**src/sv/vptd_pkg.sv**
```systemverilog
// Package for the virtual periodic tick divider: field widths, mode codes,
// command/status structs and the rate-to-exponent decode.
// No dependencies.
`default_nettype none

package vptd_pkg;

    // Field widths
    localparam int MODE_W    = 3;
    localparam int CHAN_W    = 2;
    localparam int PRESENT_W = 3;
    localparam int RATE_W    = 32;
    localparam int BYTES_W   = 8;
    localparam int ACC_W     = 3;
    localparam int PERIOD_W  = 16;
    localparam int COUNT_W   = 10;
    localparam int EXP_W     = 4;

    localparam int S_TDATA_W = 48;  // 45 payload bits, padded to bytes
    localparam int M_TDATA_W = 16;  // 11 payload bits, padded to bytes

    // Defaults and fixed constants
    localparam int DEF_NUM_CHANNELS = 3;
    localparam int DEF_BASE_RATE_HZ = 1024;
    localparam int MAX_RATE_EXP     = 10;

    localparam logic [BYTES_W-1:0]  REQUIRED_BYTES = 8'd4;
    localparam logic [ACC_W-1:0]    ACCEPTED_BYTES = 3'd4;
    localparam logic [PERIOD_W-1:0] ALARM_PERIOD_RESET = 16'd16384;
    localparam logic [EXP_W-1:0]    EXP_RESET = 4'd1;

    // Mode codes
    localparam logic [MODE_W-1:0] MODE_TICK     = 3'd0;
    localparam logic [MODE_W-1:0] MODE_OPEN     = 3'd1;
    localparam logic [MODE_W-1:0] MODE_CLOSE    = 3'd2;
    localparam logic [MODE_W-1:0] MODE_SET_RATE = 3'd3;
    localparam logic [MODE_W-1:0] MODE_CLR_PEND = 3'd4;

    // Per-channel command, qualified by the beat handshake
    typedef struct packed {
        logic             tick;
        logic             open;
        logic             close;
        logic             set_rate;
        logic             clr_pend;
        logic [EXP_W-1:0] rate_exp;
    } chan_cmd_t;

    typedef struct packed {
        logic pending;   // pending flag after this beat
        logic wake;      // flag set by this tick
    } chan_stat_t;

    // Returns 1..MAX_RATE_EXP for a power-of-two rate in range, else 0.
    function automatic logic [EXP_W-1:0] rate_exponent(input logic [RATE_W-1:0] rate);
        logic [EXP_W-1:0] e;
        e = '0;
        for (int k = 1; k <= MAX_RATE_EXP; k++) begin
            if (rate == (RATE_W'(1) << k)) begin
                e = EXP_W'(k);
            end
        end
        return e;
    endfunction

endpackage

`default_nettype wire

```
**src/sv/vptd_chan.sv**
```systemverilog
// One divider channel: enable, rate exponent, tick counter, pending flag.
// Depends on vptd_pkg.
`default_nettype none

module vptd_chan #(
    parameter int BASE_RATE_HZ = vptd_pkg::DEF_BASE_RATE_HZ
) (
    input  wire                       aclk,
    input  wire                       aresetn,
    input  wire vptd_pkg::chan_cmd_t  cmd,
    output vptd_pkg::chan_stat_t      stat
);
    import vptd_pkg::*;

    localparam int CNT1_W = COUNT_W + 1;

    logic [COUNT_W-1:0] count_reg, count_next;
    logic [EXP_W-1:0]   exp_reg, exp_next;
    logic               en_reg, en_next;
    logic               pend_reg, pend_next;

    logic [CNT1_W-1:0]  period;
    logic [CNT1_W-1:0]  count_inc;
    logic               fire;

    // Period is the base rate shifted down by the exponent; zero fires every tick.
    assign period    = CNT1_W'(BASE_RATE_HZ) >> exp_reg;
    assign count_inc = {1'b0, count_reg} + CNT1_W'(1);
    assign fire      = cmd.tick && en_reg && (count_inc >= period);

    always_comb begin
        count_next = count_reg;
        exp_next   = exp_reg;
        en_next    = en_reg;
        pend_next  = pend_reg;
        if (cmd.tick && en_reg) begin
            if (fire) begin
                count_next = '0;
                pend_next  = 1'b1;
            end else begin
                count_next = count_inc[COUNT_W-1:0];
            end
        end
        if (cmd.open) begin
            count_next = '0;
            exp_next   = EXP_RESET;
            en_next    = 1'b1;
            pend_next  = 1'b0;
        end
        if (cmd.close) begin
            en_next = 1'b0;
        end
        if (cmd.set_rate) begin
            exp_next = cmd.rate_exp;
        end
        if (cmd.clr_pend) begin
            pend_next = 1'b0;
        end
    end

    always_ff @(posedge aclk) begin
        if (!aresetn) begin
            count_reg <= '0;
            exp_reg   <= EXP_RESET;
            en_reg    <= 1'b0;
            pend_reg  <= 1'b0;
        end else begin
            count_reg <= count_next;
            exp_reg   <= exp_next;
            en_reg    <= en_next;
            pend_reg  <= pend_next;
        end
    end

    assign stat.pending = pend_next;
    assign stat.wake    = fire;

endmodule

`default_nettype wire

```
**src/sv/virtual_periodic_tick_divider_unit.sv**
```systemverilog
// Virtual periodic tick divider: per-channel periodic flags from one base tick.
// A beat's result appears in the output register in the cycle after the beat.
// Throughput: one beat per cycle; the input is taken while a result waits
// whenever the output register is being drained in the same cycle.
// Reset (aresetn low, synchronous) closes all channels, clears counters and
// flags, sets every rate to 2 Hz and the alarm period to 16384 ticks.
`default_nettype none

module virtual_periodic_tick_divider_unit #(
    parameter int NUM_CHANNELS = vptd_pkg::DEF_NUM_CHANNELS,
    parameter int BASE_RATE_HZ = vptd_pkg::DEF_BASE_RATE_HZ
) (
    input  wire                               aclk,
    input  wire                               aresetn,
    input  wire                               cfg_we,
    input  wire  [vptd_pkg::PERIOD_W-1:0]     cfg_wdata,     // alarm_period_ticks
    input  wire                               s_axis_tvalid,
    output logic                              s_axis_tready,
    // channel[1:0], present_mask[4:2], rate_hz[36:5], byte_count[44:37], zero pad
    input  wire  [vptd_pkg::S_TDATA_W-1:0]    s_axis_tdata,
    input  wire  [vptd_pkg::MODE_W-1:0]       s_axis_tuser,  // mode[2:0]
    output logic                              m_axis_tvalid,
    input  wire                               m_axis_tready,
    // status[0], bytes_accepted[3:1], wake_mask[6:4], pending_mask[9:7],
    // alarm_fire[10], zero pad
    output logic [vptd_pkg::M_TDATA_W-1:0]    m_axis_tdata
);
    import vptd_pkg::*;

    localparam int ACTIVE_CH = (NUM_CHANNELS < PRESENT_W) ? NUM_CHANNELS : PRESENT_W;
    localparam int ALARM1_W  = PERIOD_W + 1;

    // Input fields
    logic [MODE_W-1:0]    mode;
    logic [CHAN_W-1:0]    channel;
    logic [PRESENT_W-1:0] present_mask;
    logic [RATE_W-1:0]    rate_hz;
    logic [BYTES_W-1:0]   byte_count;

    assign mode         = s_axis_tuser;
    assign channel      = s_axis_tdata[1:0];
    assign present_mask = s_axis_tdata[4:2];
    assign rate_hz      = s_axis_tdata[36:5];
    assign byte_count   = s_axis_tdata[44:37];

    logic                  accept;
    logic [PRESENT_W-1:0]  present_shift;
    logic                  chan_ok;
    logic [EXP_W-1:0]      new_exp;
    logic                  rate_ok;
    logic                  is_tick;

    assign s_axis_tready = !m_axis_tvalid || m_axis_tready;
    assign accept        = s_axis_tvalid && s_axis_tready;

    assign present_shift = present_mask >> channel;
    assign chan_ok       = (32'(channel) < ACTIVE_CH) && present_shift[0];
    assign new_exp       = rate_exponent(rate_hz);
    assign rate_ok       = (byte_count == REQUIRED_BYTES) && (new_exp != '0);
    assign is_tick       = (mode == MODE_TICK);

    // Channels
    chan_cmd_t  cmd  [ACTIVE_CH];
    chan_stat_t stat [ACTIVE_CH];
    logic [ACTIVE_CH-1:0] pend_vec;
    logic [ACTIVE_CH-1:0] wake_vec;

    for (genvar i = 0; i < ACTIVE_CH; i++) begin : g_chan
        logic sel;
        assign sel = accept && chan_ok && (channel == CHAN_W'(i));

        assign cmd[i].tick     = accept && is_tick && present_mask[i];
        assign cmd[i].open     = sel && (mode == MODE_OPEN);
        assign cmd[i].close    = sel && (mode == MODE_CLOSE);
        assign cmd[i].set_rate = sel && (mode == MODE_SET_RATE) && rate_ok;
        assign cmd[i].clr_pend = sel && (mode == MODE_CLR_PEND);
        assign cmd[i].rate_exp = new_exp;

        vptd_chan #(
            .BASE_RATE_HZ (BASE_RATE_HZ)
        ) u_chan (
            .aclk    (aclk),
            .aresetn (aresetn),
            .cmd     (cmd[i]),
            .stat    (stat[i])
        );

        assign pend_vec[i] = stat[i].pending;
        assign wake_vec[i] = stat[i].wake;
    end

    // Alarm counter and period register
    logic [PERIOD_W-1:0] alarm_period_reg;
    logic [PERIOD_W-1:0] alarm_count_reg, alarm_count_next;
    logic [ALARM1_W-1:0] alarm_inc;
    logic                alarm_hit;
    logic                alarm_fire;

    assign alarm_inc  = {1'b0, alarm_count_reg} + ALARM1_W'(1);
    assign alarm_hit  = alarm_inc >= {1'b0, alarm_period_reg};
    assign alarm_fire = accept && is_tick && alarm_hit && chan_ok;

    always_comb begin
        alarm_count_next = alarm_count_reg;
        if (accept && is_tick) begin
            alarm_count_next = alarm_hit ? '0 : alarm_inc[PERIOD_W-1:0];
        end
    end

    always_ff @(posedge aclk) begin
        if (!aresetn) begin
            alarm_period_reg <= ALARM_PERIOD_RESET;
            alarm_count_reg  <= '0;
        end else begin
            if (cfg_we) begin
                alarm_period_reg <= cfg_wdata;
            end
            alarm_count_reg <= alarm_count_next;
        end
    end

    // Result
    logic                 status;
    logic [ACC_W-1:0]     bytes_accepted;
    logic [PRESENT_W-1:0] wake_mask;
    logic [PRESENT_W-1:0] pending_mask;

    always_comb begin
        unique case (mode)
            MODE_TICK:                          status = 1'b0;
            MODE_OPEN, MODE_CLOSE, MODE_CLR_PEND: status = !chan_ok;
            MODE_SET_RATE:                      status = !(chan_ok && rate_ok);
            default:                            status = 1'b1;
        endcase
    end

    assign bytes_accepted = (mode == MODE_SET_RATE && chan_ok && rate_ok) ? ACCEPTED_BYTES
                                                                          : '0;
    assign wake_mask      = PRESENT_W'(wake_vec);
    assign pending_mask   = PRESENT_W'(pend_vec);

    logic                 m_valid_reg;
    logic [M_TDATA_W-1:0] m_data_reg;

    always_ff @(posedge aclk) begin
        if (!aresetn) begin
            m_valid_reg <= 1'b0;
        end else if (s_axis_tready) begin
            m_valid_reg <= s_axis_tvalid;
        end
    end

    always_ff @(posedge aclk) begin
        if (accept) begin
            m_data_reg <= {5'b0, alarm_fire, pending_mask, wake_mask, bytes_accepted, status};
        end
    end

    assign m_axis_tvalid = m_valid_reg;
    assign m_axis_tdata  = m_data_reg;

    // Checks
    a_wake_sets_pending: assert property (@(posedge aclk) disable iff (!aresetn)
        m_axis_tvalid |-> ((m_axis_tdata[6:4] & ~m_axis_tdata[9:7]) == '0))
        else $error("wake bit without pending bit");

    a_accept_no_error: assert property (@(posedge aclk) disable iff (!aresetn)
        (m_axis_tvalid && m_axis_tdata[3:1] != '0) |-> !m_axis_tdata[0])
        else $error("bytes accepted on an error result");

    a_non_tick_quiet: assert property (@(posedge aclk) disable iff (!aresetn)
        (accept && !is_tick) |=> (m_axis_tdata[6:4] == '0 && !m_axis_tdata[10]))
        else $error("wake or alarm on a non-tick beat");

    a_alarm_counts: assert property (@(posedge aclk) disable iff (!aresetn)
        (accept && is_tick && !alarm_hit) |=> (alarm_count_reg == $past(alarm_count_reg) + 1'b1))
        else $error("alarm counter did not advance");

endmodule

`default_nettype wire
```
**config.mk**
```make
export PLATFORM = sky130hd
export DESIGN_NAME = virtual_periodic_tick_divider_unit
export DESIGN_NICKNAME = d
export VERILOG_FILES = /design/src/sv/vptd_pkg.sv /design/src/sv/vptd_chan.sv /design/src/sv/virtual_periodic_tick_divider_unit.sv
export SDC_FILE = /design/constraint.sdc
export NUM_CORES = 1
export LEC_CHECK = 0
export BUFFER_PORTS_ARGS = -buffer_cell sky130_fd_sc_hd__buf_2
export CORE_UTILIZATION = 40
export DETAILED_ROUTE_END_ITERATION = 8
export PLACE_DENSITY = 0.55
export SYNTH_ARGS = -nofsm -noshare
export SYNTH_HDL_FRONTEND = slang
export SYNTH_SLANG_ARGS = --single-unit
```
**constraint.sdc**
```tcl
create_clock -name aclk -period 3.8 [get_ports aclk]
set_input_delay 0.57 -clock aclk [delete_from_list [all_inputs] [get_ports aclk]]
set_output_delay 0.57 -clock aclk [all_outputs]
set_load 0.02 [all_outputs]
```
Yosys cells after proc, flatten, opt, wreduce, memory -nomap -nowiden
Index checks and enable logic that the tools add are counted.
- add/subtract/negate cells: 4
- multipliers: 0
- divide/modulo/power cells: 0
- magnitude comparators: 5
- equality and inequality tests: 17
- shift-type cells: 4
- muxes and demuxes: 34
- bitwise operators: 1
- reductions and logical operators: 54
- operators by type and width (cell ; count):
    2-to-1 mux 4 bit ; 15
    logical AND 1 bit ; 37
    adder 10 x 1 -> 11 bit, second input constant ; 3
    >= comparator 11 bit ; 3
    right shift 11 x 4 -> 11 bit, first input constant ; 3
    == test 32 x 10 -> 1 bit, second input constant ; 1
    == test 32 x 11 -> 1 bit, second input constant ; 1
    == test 32 x 2 -> 1 bit, second input constant ; 1
    == test 32 x 3 -> 1 bit, second input constant ; 1
    == test 32 x 4 -> 1 bit, second input constant ; 1
    == test 32 x 5 -> 1 bit, second input constant ; 1
    == test 32 x 6 -> 1 bit, second input constant ; 1
    == test 32 x 7 -> 1 bit, second input constant ; 1
    == test 32 x 8 -> 1 bit, second input constant ; 1
    == test 32 x 9 -> 1 bit, second input constant ; 1
    2-to-1 mux 10 bit ; 3
    adder 16 x 1 -> 17 bit, second input constant ; 1
    >= comparator 17 x 16 -> 1 bit ; 1
    2-to-1 mux 16 bit ; 1
    2-to-1 mux 1 bit ; 13
    OR reduction 2 bit ; 6
    == test 8 x 3 -> 1 bit, second input constant ; 1
    == test 3 x 2 -> 1 bit, second input constant ; 2
    nonzero test 2 bit ; 3
    15 further kinds ; 17
- register bits after elaboration: 92
- bits in latches: 0
- RAM bits: 0
- ROM bits: 0
- bits of input ports: 72
- output and inout port bits: 18
- word-level logic and storage cells: 135
- memories kept: 0

Longest topological paths before layout
Gate-level depths: netlist (run 1).
- word-level depth: 16
- mapped depth: 15
- depth with buffers taken out: 13

Cells and area by module
Synthesis (run 1) repeated with hierarchy kept, for this count alone.
- cells, all modules: 788
- area, all modules: 6376.1 um2
- modules (own cells, without submodules) (module ; instances ; cells each ; area each (um2) ; seq. area each (um2)):
    vptd_chan ; 3 ; 144 ; 1157.4 ; 320.3
    virtual_periodic_tick_divider_unit ; 1 ; 356 ; 2904.0 ; 930.9

Worst setup path after synthesis (run 1)
No wires, ideal clock.
- kind: register -> register
- start: register alarm_count_reg[2]
- end: register alarm_count_reg[10]
- library setup time: 0.074 ns
- arrival: 2.879 ns
- required time: 3.726 ns
- setup slack: 0.846 ns
- stages on the path, launching flop included: 15
- buffers on the path: 2
- period minus slack after synthesis: 2.954 ns
- cells stage by stage: dfxtp_1 -> clkbuf_1 -> and4_1 -> and2_1 -> nand4_1 -> nor2_1 -> xnor2_1 -> inv_1 -> ha_1 -> o21ai_0 -> o21ai_0 -> o31ai_1 -> nand4bb_1 -> clkbuf_1 -> o21ai_0
- word-level cells in the longest chain between the ends: 3
- RTL lines (what ; RTL line ; source):
    start: declaration ; virtual_periodic_tick_divider_unit.sv:94 ; logic [PERIOD_W-1:0] alarm_count_reg, alarm_count_next;
    start signal: assignment ; virtual_periodic_tick_divider_unit.sv:118 ; alarm_count_reg <= alarm_count_next;
    adder 16 x 1 -> 17 bit * ; virtual_periodic_tick_divider_unit.sv:99 ; assign alarm_inc = {1'b0, alarm_count_reg} + ALARM1_W'(1);
    >= comparator 17 x 16 -> 1 bit ; virtual_periodic_tick_divider_unit.sv:100 ; assign alarm_hit = alarm_inc >= {1'b0, alarm_period_reg};
    2-to-1 mux 16 bit * ; virtual_periodic_tick_divider_unit.sv:106 ; alarm_count_next = alarm_hit ? '0 : alarm_inc[PERIOD_W-1:0];
Every way passes the cells marked *; elsewhere a longest branch is shown, timed or not.
A chain may end at the register's enable or synchronous reset.

Worst setup path in the final report (run 1)
- start: register alarm_count_reg[0]
- end: register alarm_count_reg[4]
Same word-level chain as after synthesis.

==> results of run 1 <==
report_power, final:
group / leakage (uW) / internal (uW) / switching, uW
combinational: 0.00219 / 75.6 / 110
clock: 0.000167 / 663 / 375
sequential: 0.000746 / 976 / 9.98
total: 0.00310 / 1710 / 495
stage by stage:
stage,hold WS (ns),setup WS (ns)
6_report,0.445,0.545
5_1_grt,0.448,0.137
4_1_cts,0.427,0.514
3_5_place_dp,0.480,0.551
3_3_place_gp,0.458,0.608
2_1_floorplan,0.443,0.846
layer usage:
metal | part of all wire [%] | wire length (um) | up-vias | track usage [%]
li1 | - | - | 2752 | -
met1 | 49 | 7100 | 2475 | 24.6
met2 | 46 | 6630 | 77 | 31.7
met3 | 2.6 | 376 | 19 | 2.80
met4 | 1.6 | 227 | 2 | 8.15
met5 | 0.098 | 14 | - | 0
cell usage in the layout, fill, tap and decap left out, types with 5 or more instances in the layout:
cell type / count
a211oi_1: 5
a21oi_1: 13
and2_1: 13
and3_1: 12
and4_1: 11
buf_2: 79
clkbuf_16: 9
conb_1: 7
dfxtp_1: 81
edfxtp_1: 9
ha_1: 53
inv_1: 37
mux2i_1: 25
nand2_1: 89
nand2b_1: 6
nand3_1: 39
nand4_1: 16
nor2_1: 74
nor2b_1: 42
nor3_1: 11
nor4_1: 10
o21a_1: 10
o21ai_0: 34
xnor2_1: 38
xor2_1: 29
cells in the mapped netlist (3+ instances only):
cell type	instances	share of area, %
xnor2_1	38	5.4
mux2i_1	25	4.1
inv_1	37	2.3
nor2_1	74	4.5
a22oi_1	4	0.49
o211ai_2	3	0.61
o211ai_1	3	0.37
nor2b_1	42	4.3
nand2_1	89	5.4
a211oi_1	5	0.61
nand2b_1	6	0.61
clkbuf_1	15	0.91
buf_4	8	0.98
xor2_1	29	4.1
edfxtp_1	9	4.4
ha_1	53	11
o211a_1	3	0.49
nor3_1	11	0.89
dfxtp_1	81	26
o21a_1	10	1.2
a211o_1	3	0.43
a21o_1	3	0.37
o21ai_0	34	2.8
o31ai_1	4	0.49
or3_1	4	0.41
nand4_1	16	1.6
nor4_1	10	1.0
buf_2	3	0.24
and2_1	13	1.3
a21oi_1	13	1.1
and3_1	12	1.2
nand3_1	39	3.2
and4_1	11	1.6
worst max-delay path, cell delays in order (launching register included):
cell	delay [ns]
dfxtp_1	0.41
ha_1	0.35
and4_1	0.23
and2_1	0.20
nand2_1	0.08
xor2_1	0.18
inv_1	0.07
ha_1	0.29
a211oi_1	0.30
o21ai_0	0.13
o31ai_1	0.38
nand4bb_1	0.20
buf_4	0.20
o21ai_0	0.15
worst max path at each step:
stage                                     end  slack, ns  cells after the start
after global placement     alarm_count_reg[4]       0.61                     13
after floorplan           alarm_count_reg[10]       0.85                     14
after CTS                  alarm_count_reg[3]       0.51                     13
after detailed placement   alarm_count_reg[4]       0.55                     13
after global routing       alarm_count_reg[8]       0.14                     13
final                      alarm_count_reg[4]       0.54                     13
kinds of logic (layout without fill, tap and decap cells):
group,after synthesis,in the layout,synth area share (%)
AND/OR/NAND/NOR,345,345,28.6
AO/OA/AOI/OAI,104,104,11.7
flip-flops,90,90,30.7
XOR/XNOR,67,67,9.54
buffers and inverters,64,135,4.47
adder cells (fa/ha/maj),53,53,10.8
multiplexers,25,25,4.07
other,1,7,0.0609
final cells by class:
| class | count | area (um2) |
|---|---|---|
| tap | 184 | 230 |
| clock inverter | 4 | 98.8 |
| fill | 1505 | 7720 |
| timing repair buffer | 82 | 418 |
| clock buffer | 12 | 246 |
| sequential | 90 | 1890 |
| inverter | 37 | 139 |
| multi-input combinational | 601 | 4010 |
==> summary.md, run 1 <==
| Metric | Value |
|---|---|
| Layout Cells excl Fill | `between 1,000 and 1,500` |
| GR Overflow Total | `0` |
| Design Area, Final | `between 7000 and 8000 um2` |
| Required @ worst endpoint | `~4.1 ns` |
| Clock root cell | `clkbuf_16` |
| Syn avg cell area | `8.22 um2` |
| Post-CTS resize count | `0` |
| Antenna fix cells | `0` |
| RR Endpoint | `alarm_count_reg[4]` |
| DRT Pass-1 Iters | `6` |
| Post-synth top flop | `dfxtp_1` |
| Final Max Slew Viols | `0` |
| Min Tclk post-route | `~3.3 ns` |
| Hold-fix buffers at CTS | `0` |
| # nets final | `around 950` |
| Port buffer count | `79` |
| Max Root-Sink Buffers | `2` |
| Initial Util | `between 40% and 50%` |
| Die X | `126 um` |
| Core area | `about 15,000 um2` |
| Async set-reset flop share out of synthesis | `0%` |
| Cell count after synthesis | `between 700 and 800` |
| Post-layout util | `between 40 and 50%` |
| Synthesized cell area | `a little over 6000 um2` |
| First-pass GRT wire length | `24,400 um` |
| WS Path Type | `reg2reg` |
| Final GP Congestion | `0.826` |
| Period utilization | `a little under nine tenths` |
| Fmax | `307 MHz` |
| Max Cap Violations | `0` |
| Placed Instances | `between 900 and 1,000` |
| Worst Hold End | `alarm_period_reg[14]` |
| CTS H-tree lvls | `3` |
| Reg2reg setup slack | `~0.54 ns` |
| VDD IR max | `192 uV` |
| RSZ-0062 raised after global routing | `false` |
| Drt first-iter violations | `roughly 260` |
| TritonCTS Sinks | `90` |
| Leak Pwr | `between 0.003 and 0.004 uW` |
| WP data arrival | `between 3 and 4 ns` |
| I/O pin count | `90` |
| Clk slew on worst S/H paths | `roughly 0.06 ns` |
| Post-placement cell area | `between 6000 and 7000 um2` |
| Final Hold Fails | `0` |
| CP Max Fanout | `8` |
| Register area share after synthesis | `around 31%` |
| TritonCTS buffer count | `9` |
| CTS tree | `yes` |
| Post-Route WL | `14,300 um` |
| Vias in the first global route | `around 5,200` |
| Rows | `44` |
| Pwr/cell area | `between 300 and 400 nW/um2` |
| Hpwl dp | `11,200 um` |
| R2r startpoint | `alarm_count_reg[0]` |
| Share of cells above drive strength 1 | `roughly an eighth` |
| Type of origin of the critical path | `flop` |
| Worst hold-check path type | `in2reg` |
| Slew Limit Headroom | `35.5%` |
| Hold_sp | `cfg_wdata[14]` |
| Post-CTS setup buffers | `0` |
| DR vias/cell | `5.27` |
| R2R cell count | `13` |
| Chip Height | `between 100 and 150 um` |
| Synth Register Bits | `90` |
| Pin count of the biggest net entering global routing | `33` |
| Origin of the worst setup path | `alarm_count_reg[0]` |
| DRC | `0` |
| Number of flip-flops under the largest register name | `30` |
| Clock Latency Late Sink | `roughly 0.35 ns` |
| Post-synth cell types | `between 60 and 70` |
| GRT Util Overall | `around a fifth` |
| Crit. End Element | `flop` |
| DRT antenna net count | `0` |
| Die ar. | `approximately 16,000 um2` |
| Setup TNS | `0 ns` |
| Initial antenna violation count | `1` |
| Design Power | `~2200 uW` |
| Worst Skew | `around 0.005 ns` |
| Worst-Margin Slew | `0.964 ns` |
| WL per Instance | `14.2 um` |
| EDFF count, synth | `9` |
| Yosys warns | `0` |
| Vias post-DR | `5,325` |
| Finish-stage setup viols | `0` |
| Synth-to-Final Area Change | `14.3%` |
| Run status | `complete, no violations` |
| Worst hold stages | `3` |
Note: power is estimated with default switching activity, not from simulation.
==> run 2: changes to the inputs <==
- CELL_PAD_IN_SITES_DETAIL_PLACEMENT: default -> 0
- CELL_PAD_IN_SITES_GLOBAL_PLACEMENT: default -> 2
- CORE_UTILIZATION: 40 -> 34
- PLACE_DENSITY: 0.55 -> 0.76
==> summary.md, run 2 (synthesis gave the netlist of run 1 again) <==
| Metric | Value |
|---|---|
| Run status | `complete, no violations` |
| Number of flip-flops under the largest register name | `30 (unchanged)` |
| DR vias/cell | `5.03 (-4.7%)` |
| Worst hold-check path type | `in2reg` |
| Most frequent cells in the layout | `nand2_1 (89), dfxtp_1 (81), buf_2 (79)` |
| Final GP Congestion | `0.800 (-3.2%)` |
| Hold-fix buffers at CTS | `0 (unchanged)` |
| Finish-stage setup viols | `0 (unchanged)` |
| VDD IR max | `196 uV (+2.1%)` |
| Final Hold Fails | `0 (unchanged)` |
| Pin count of the biggest net entering global routing | `33 (unchanged)` |
| Initial Util | `35.2% (-6.5 points)` |
| DRT Pass-1 Iters | `4 (-2)` |
| DRT antenna net count | `0 (unchanged)` |
| Setup WS pre-CTS | `0.675 ns (+0.124 ns)` |
| Synth-to-Final Area Change | `14.4%` |
| Die X | `137 um (+8.3%)` |
| CP Max Fanout | `14 (+6)` |
| Layout Cells excl Fill | `1,051 (+4.1%)` |
| Worst-Margin Slew | `0.934 ns (-0.0307 ns)` |
| Drt first-iter violations | `172 (-34%)` |
| I/O pin count | `90 (unchanged)` |
| Initial antenna violation count | `0 (-1)` |
| Slew Limit Headroom | `37.5% (+2.1 points)` |
| First-pass GRT wire length | `24,800 um (+1.9%)` |
| Hpwl dp | `11,900 um (+5.8%)` |
| Placed Instances | `1,035 (+4.1%)` |
| Clock Latency Late Sink | `0.35 ns (about the same)` |
| Post-CTS resize count | `0 (unchanged)` |
| Period utilization | `83.9% (-1.7 points)` |
| Rows | `48 (+9.1%)` |
| Final worst slack | `0.611 ns (+0.0660 ns)` |
| Chip Height | `137 um (+8.3%)` |
| GRT Util Overall | `17.0% (-2.1 points)` |
| # nets final | `946 (unchanged)` |
| WS Path Type | `reg2reg` |
| Type of origin of the critical path | `flop` |
| Vias post-DR | `5,283 (-0.79%)` |
| Share of cells above drive strength 1 | `13.1% (+0.12 points)` |
| DRC | `0 (unchanged)` |
| Port buffer count | `79 (unchanged)` |
| Most common cell after layout, fill and taps aside | `nand2_1` |
| Pwr/cell area | `297 nW/um2 (-5.4%)` |
| Vias in the first global route | `5,276 (+0.65%)` |
| Clock root cell | `clkbuf_16` |
| Antenna fix cells | `0 (unchanged)` |
| Leak Pwr | `0.00308 uW (-0.68%)` |
| Fmax | `314 MHz (+2.1%)` |
| Min Tclk post-route | `3.19 ns (-0.0660 ns)` |
| Worst Skew | `0.00724 ns (+0.00225 ns)` |
| WP data arrival | `3.46 ns (-0.07 ns)` |
| GR Overflow Total | `0 (unchanged)` |
| RSZ-0062 raised after global routing | `false` |
| Final Max Slew Viols | `0 (unchanged)` |
| Post-CTS setup buffers | `0 (unchanged)` |
| Clk slew on worst S/H paths | `0.07 ns (about the same)` |
| Setup TNS | `0 ns (unchanged)` |
| Max Root-Sink Buffers | `2 (unchanged)` |
| Required @ worst endpoint | `4.07 ns (about the same)` |
| Die ar. | `18,600 um2 (+17%)` |
| Max Cap Violations | `0 (unchanged)` |
| WL per Instance | `14.2 um (about the same)` |
| TritonCTS buffer count | `9 (unchanged)` |
| Post-Route WL | `14,900 um (+4.0%)` |
| TritonCTS Sinks | `90 (unchanged)` |
| CTS H-tree lvls | `3 (unchanged)` |
| Post-layout util | `40.3% (-7.4 points)` |
| Crit. End Element | `flop` |
| CTS tree | `yes` |
| Core area | `17,500 um2 (+18%)` |
## run 2: path summary, 6_finish.rpt
path	slack (ns)	depth (start not counted)	end	from
setup / recovery	0.61	14	alarm_count_reg[13]	alarm_count_reg[2]
hold / removal	0.45	3	alarm_period_reg[14]	cfg_wdata[14]
setup reg to reg	0.61	14	alarm_count_reg[13]	alarm_count_reg[2]
hold reg to reg	0.49	2	alarm_count_reg[5]	alarm_count_reg[5]
## run 2: where the power goes
group          switching (uW)  total, uW  leakage [uW]  internal, uW
Sequential               10.1        985      0.000746           975
Clock                     407        923      0.000144           516
Combinational             109        185       0.00219          75.3
## run 2: final cells by class
type | instances | area [um2]
Fill cell | 1821 | 10400
Multi-Input combinational cell | 601 | 4010
Sequential cell | 90 | 1890
Timing Repair Buffer | 82 | 418
Tap cell | 225 | 282
Clock buffer | 9 | 225
Inverter | 37 | 139
Clock inverter | 7 | 76.3
## run 2: worst max-delay path, cell delays in order (launching register included)
cell	delay (ns)
dfxtp_1	0.48
and4_1	0.27
and2_1	0.19
nand4_1	0.20
nor2_1	0.16
xnor2_1	0.15
inv_1	0.09
ha_1	0.29
o21ai_0	0.22
o21ai_0	0.12
o31ai_1	0.28
buf_4	0.18
nand4bb_1	0.10
buf_4	0.19
o21ai_0	0.17
## run 2: stage by stage
step | cell area (um2) | total power (uW) | hold WS, ns
finish | 7040 | 2090 | 0.447
global placement | 6740 | 1190 | 0.456
detailed placement | 6740 | 1190 | 0.487
global route | 7040 | 2190 | 0.459
floorplan | 6180 | 1120 | 0.443
CTS | 7040 | 2130 | 0.432
## run 2: metal layers
metal | GRT usage, % | up-vias | wire length, um
li1 | - | 2752 | -
met1 | 21.1 | 2433 | 7040
met2 | 29.6 | 77 | 7150
met3 | 2.89 | 21 | 481
met4 | 5.43 | 0 | 250
met5 | 0 | - | 0
==> run 3: changes to the inputs <==
- ABC_AREA: default -> 1
- CORE_UTILIZATION: 34 -> 32
- clock period: 3.8 -> 3.2 ns (I/O delays scaled with it)
==> summary.md, run 3 <==
| Metric | Value |
|---|---|
| Synth top area cells | `dfxtp_1 (25%), ha_1 (10%), nand2_1 (9.8%), inv_1 (9.1%), nor2_1 (7.3%)` |
| Post-synth top flop | `dfxtp_1` |
| Drt first-iter violations | `231 (+34%)` |
| WP data arrival | `3.01 ns (-0.45 ns)` |
| Reg2reg setup slack | `0.29 ns (-0.32 ns)` |
| Synth Register Bits | `90 (unchanged)` |
| GRT Util Overall | `16.6% (-0.36 points)` |
| Worst hold stages | `3 (unchanged)` |
| Final Hold Fails | `0 (unchanged)` |
| Met3 usage | `2.88% (-0.0081 points)` |
| Crit. End Element | `flop` |
| TritonCTS buffer count | `9 (unchanged)` |
| Final GP Congestion | `0.745 (-6.9%)` |
| Synth-to-Final Area Change | `16.8%` |
| DR vias/cell | `4.54 (-9.6%)` |
| TritonCTS Sinks | `90 (unchanged)` |
| Hold_sp | `cfg_wdata[0]` |
| Rows | `51 (+6.3%)` |
| Most common cell after layout, fill and taps aside | `nand2_1` |
| Met1 GRT Util | `22.7% (+1.5 points)` |
| CP Max Fanout | `4 (-10)` |
| RSZ-0062 raised after global routing | `false` |
| GRT met2 Usage | `27.0% (-2.6 points)` |
| CTS H-tree lvls | `3 (unchanged)` |
| Clock Latency Late Sink | `0.35 ns (about the same)` |
| Clk slew on worst S/H paths | `0.07 ns (about the same)` |
| Post-placement cell area | `7230 um2 (+7.2%)` |
| Max Root-Sink Buffers | `2 (unchanged)` |
| Hold-fix buffers at CTS | `0 (unchanged)` |
| CP dominant cell by count | `inv_1` |
| Yosys warns | `0 (unchanged)` |
| Run status | `complete, no violations` |
| Reg power frac | `46.5% (-0.6 points)` |
| Chip Height | `144 um (+5.8%)` |
| WS Path Type | `reg2reg` |
| Post-Route WL | `15,800 um (+6.2%)` |
| Post-synth cell types | `41 (-35%)` |
| Period utilization | `90.9% (+6.9 points)` |
| Initial antenna violation count | `0 (unchanged)` |
| # nets final | `1,163 (+23%)` |
| Vias in the first global route | `5,817 (+10%)` |
| Worst path top cell family by delay | `simple AND/OR/NAND/NOR gates` |
| Async set-reset flop share out of synthesis | `0% (unchanged)` |
| Initial Util | `33.0% (-2.2 points)` |
| Vias post-DR | `5,942 (+12%)` |
| Cell count after synthesis | `952 (+27%)` |
| Synthesized cell area | `6490 um2 (+5.5%)` |
| Logic pwr share | `8.3% (-0.5 points)` |
| Port buffer count | `79 (unchanged)` |
| Type of origin of the critical path | `flop` |
| WL per Instance | `12.1 um (-15%)` |
| EDFF count, synth | `9 (unchanged)` |
| Die ar. | `20,900 um2 (+12%)` |
| Count leader, synth | `nand2_1` |
| CTS tree | `yes` |
| WP buf/inv | `3 (unchanged)` |
| R2R cell count | `15 (+1)` |
| Slew Limit Headroom | `54.1% (+17 points)` |
| DRC | `0 (unchanged)` |
| Worst hold-check path type | `in2reg` |
| DRT Pass-1 Iters | `4 (unchanged)` |
| GR peak layer | `met2` |
| Design Area, Final | `7580 um2 (+7.7%)` |
| Internal | `1910 uW (+22%)` |
| Number of flip-flops under the largest register name | `30 (unchanged)` |
| Pwr/cell area | `330 nW/um2 (+11%)` |
| Worst Hold End | `alarm_period_reg[0]` |
| Layout Cells excl Fill | `1,308 (+24%)` |
| GR Overflow Total | `0 (unchanged)` |
| Design Power | `2500 uW (+20%)` |
| Final Max Slew Viols | `0 (unchanged)` |
| Antenna fix cells | `0 (unchanged)` |
| Synth area leader | `dfxtp_1` |
| Worst Skew | `0.00922 ns (+0.00198 ns)` |
| Setup TNS | `0 ns (unchanged)` |
| Share of cells above drive strength 1 | `16.1% (+3.0 points)` |
| Max Cap Violations | `0 (unchanged)` |
| Worst-Margin Slew | `0.688 ns (-0.246 ns)` |
| Core area | `19,700 um2 (+12%)` |
| Leak Pwr | `0.00366 uW (+19%)` |
| R2r startpoint | `g_chan[2].u_chan.count_reg[0]` |
| Register area share after synthesis | `29.1% (-1.6 points)` |
| WHS | `0.358 ns (-0.0886 ns)` |
| DRT antenna net count | `0 (unchanged)` |
| Clk network pwr share | `45.2% (+1.1 points)` |
| Fmax | `344 MHz (+9.7%)` |
| Crit path max-delay cell type | `dfxtp_1` |
| Max stage delay on crit path | `0.40 ns (-0.08 ns)` |
| Filler cell count | `2,218 (+22%)` |
| Required @ worst endpoint | `3.31 ns (-0.76 ns)` |
| Clock root cell | `clkbuf_16` |
| Switching part of the total power | `23.6% (-1.6 points)` |
| VDD IR max | `218 uV (+11%)` |
| Hpwl dp | `12,500 um (+5.5%)` |
| Most frequent cells in the layout | `nand2_1 (170), inv_1 (157), nor2_1 (125)` |
| RR Endpoint | `m_axis_tdata[9]` |
| Pin count of the biggest net entering global routing | `33 (unchanged)` |
| CP Cell Sequence | `inv_1, nor3_2, nand3_1, or2_2, nand3b_1, xor2_1, ha_1, nand2_1, nor2_1, a211oi_1, nand4_1, nand2_1, inv_1, o21ai_1, inv_1` |
| First-pass GRT wire length | `27,400 um (+10%)` |
| Die X | `144 um (+5.8%)` |
| Top post-synthesis cells by count | `nand2_1 (170), inv_1 (157), nor2_1 (126), dfxtp_1 (81), a21oi_1 (67)` |
| P_sw | `590 uW (+12%)` |
| I/O pin count | `90 (unchanged)` |
| Placed Instances | `1,291 (+25%)` |
| Finish-stage setup viols | `0 (unchanged)` |
| Syn avg cell area | `6.82 um2 (-17%)` |
| Post-synth top area share | `25.0% (-1.4 points)` |
| Min Tclk post-route | `2.91 ns (-0.282 ns)` |
-- run 3: area by class of cell --
type | count | area [um2] | share of cell area (%)
Inverter | 164 | 616 | 8.12
Sequential cell | 90 | 1890 | 25.0
Clock inverter | 6 | 81.3 | 1.07
Timing Repair Buffer | 95 | 528 | 6.97
Clock buffer | 10 | 229 | 3.02
Tap cell | 265 | 332 | 4.37
Multi-Input combinational cell | 678 | 3900 | 51.5
-- run 3: routing by layer --
metal / part of all wire, % / routed length [um]
met1: 52 / 8290
met4: 0.76 / 121
met3: 2.2 / 343
met5: 0 / 0
met2: 45 / 7090
-- run 3: stage by stage --
| stage | setup WS, ns | utilization (%) |
|---|---|---|
| global placement | 0.0940 | 36.8 |
| global route | 0.000220 | 38.6 |
| floorplan | 0.456 | - |
| CTS | 0.0614 | 38.3 |
| finish | 0.292 | 38.6 |
| detailed placement | 0.0676 | 36.8 |
-- run 3: what timing repair did --
item,in CTS,in global routing
endpoints found under the setup margin,0,31
buffers inserted,0,1
hold endpoints to repair,0,0
gates resized for setup,0,11
-- run 3: cells by family (layout without fill, tap and decap cells) --
kind of cell,count (synthesis),in the layout,synth area share (%)
buffers and inverters,190,275,11.6
AND/OR/NAND/NOR,455,455,33.1
adder cells (fa/ha/maj),53,53,10.2
XOR/XNOR,30,30,4.05
flip-flops,90,90,29.1
other,1,7,0.0578
AO/OA/AOI/OAI,133,133,11.8
-- run 3: tightest hold or removal path: stages --
cell and delay, ns:
buf_2 0.07, nor2_1 0.04, nor2_1 0.08
-- run 3: worst max-delay path by stage --
| stage | slack, ns | start | depth (start not counted) | endpoint |
|---|---|---|---|---|
| 6_report | 0.29 | g_chan[2].u_chan.count_reg[0] | 15 | m_axis_tdata[9] |
| 5_1_grt | 0.0002 | alarm_count_reg[1] | 15 | m_axis_tdata[10] |
| 4_1_cts | 0.06 | g_chan[1].u_chan.count_reg[0] | 16 | g_chan[1].u_chan.count_reg[2] |
| 3_5_place_dp | 0.07 | g_chan[1].u_chan.count_reg[0] | 16 | g_chan[1].u_chan.count_reg[2] |
| 3_3_place_gp | 0.09 | g_chan[2].u_chan.count_reg[0] | 15 | m_axis_tdata[9] |
| 2_1_floorplan | 0.46 | g_chan[1].u_chan.count_reg[0] | 19 | m_axis_tdata[8] |
-- run 3: power by group through the flow --
stage / sequential [uW] / clock (uW) / combinational (uW)
4_1_cts: 1160 / 1170 / 211
3_3_place_gp: 1190 / 0 / 210
2_1_floorplan: 1200 / 0 / 118
5_1_grt: 1170 / 1220 / 237
6_report: 1160 / 1130 / 207
3_5_place_dp: 1190 / 0 / 210
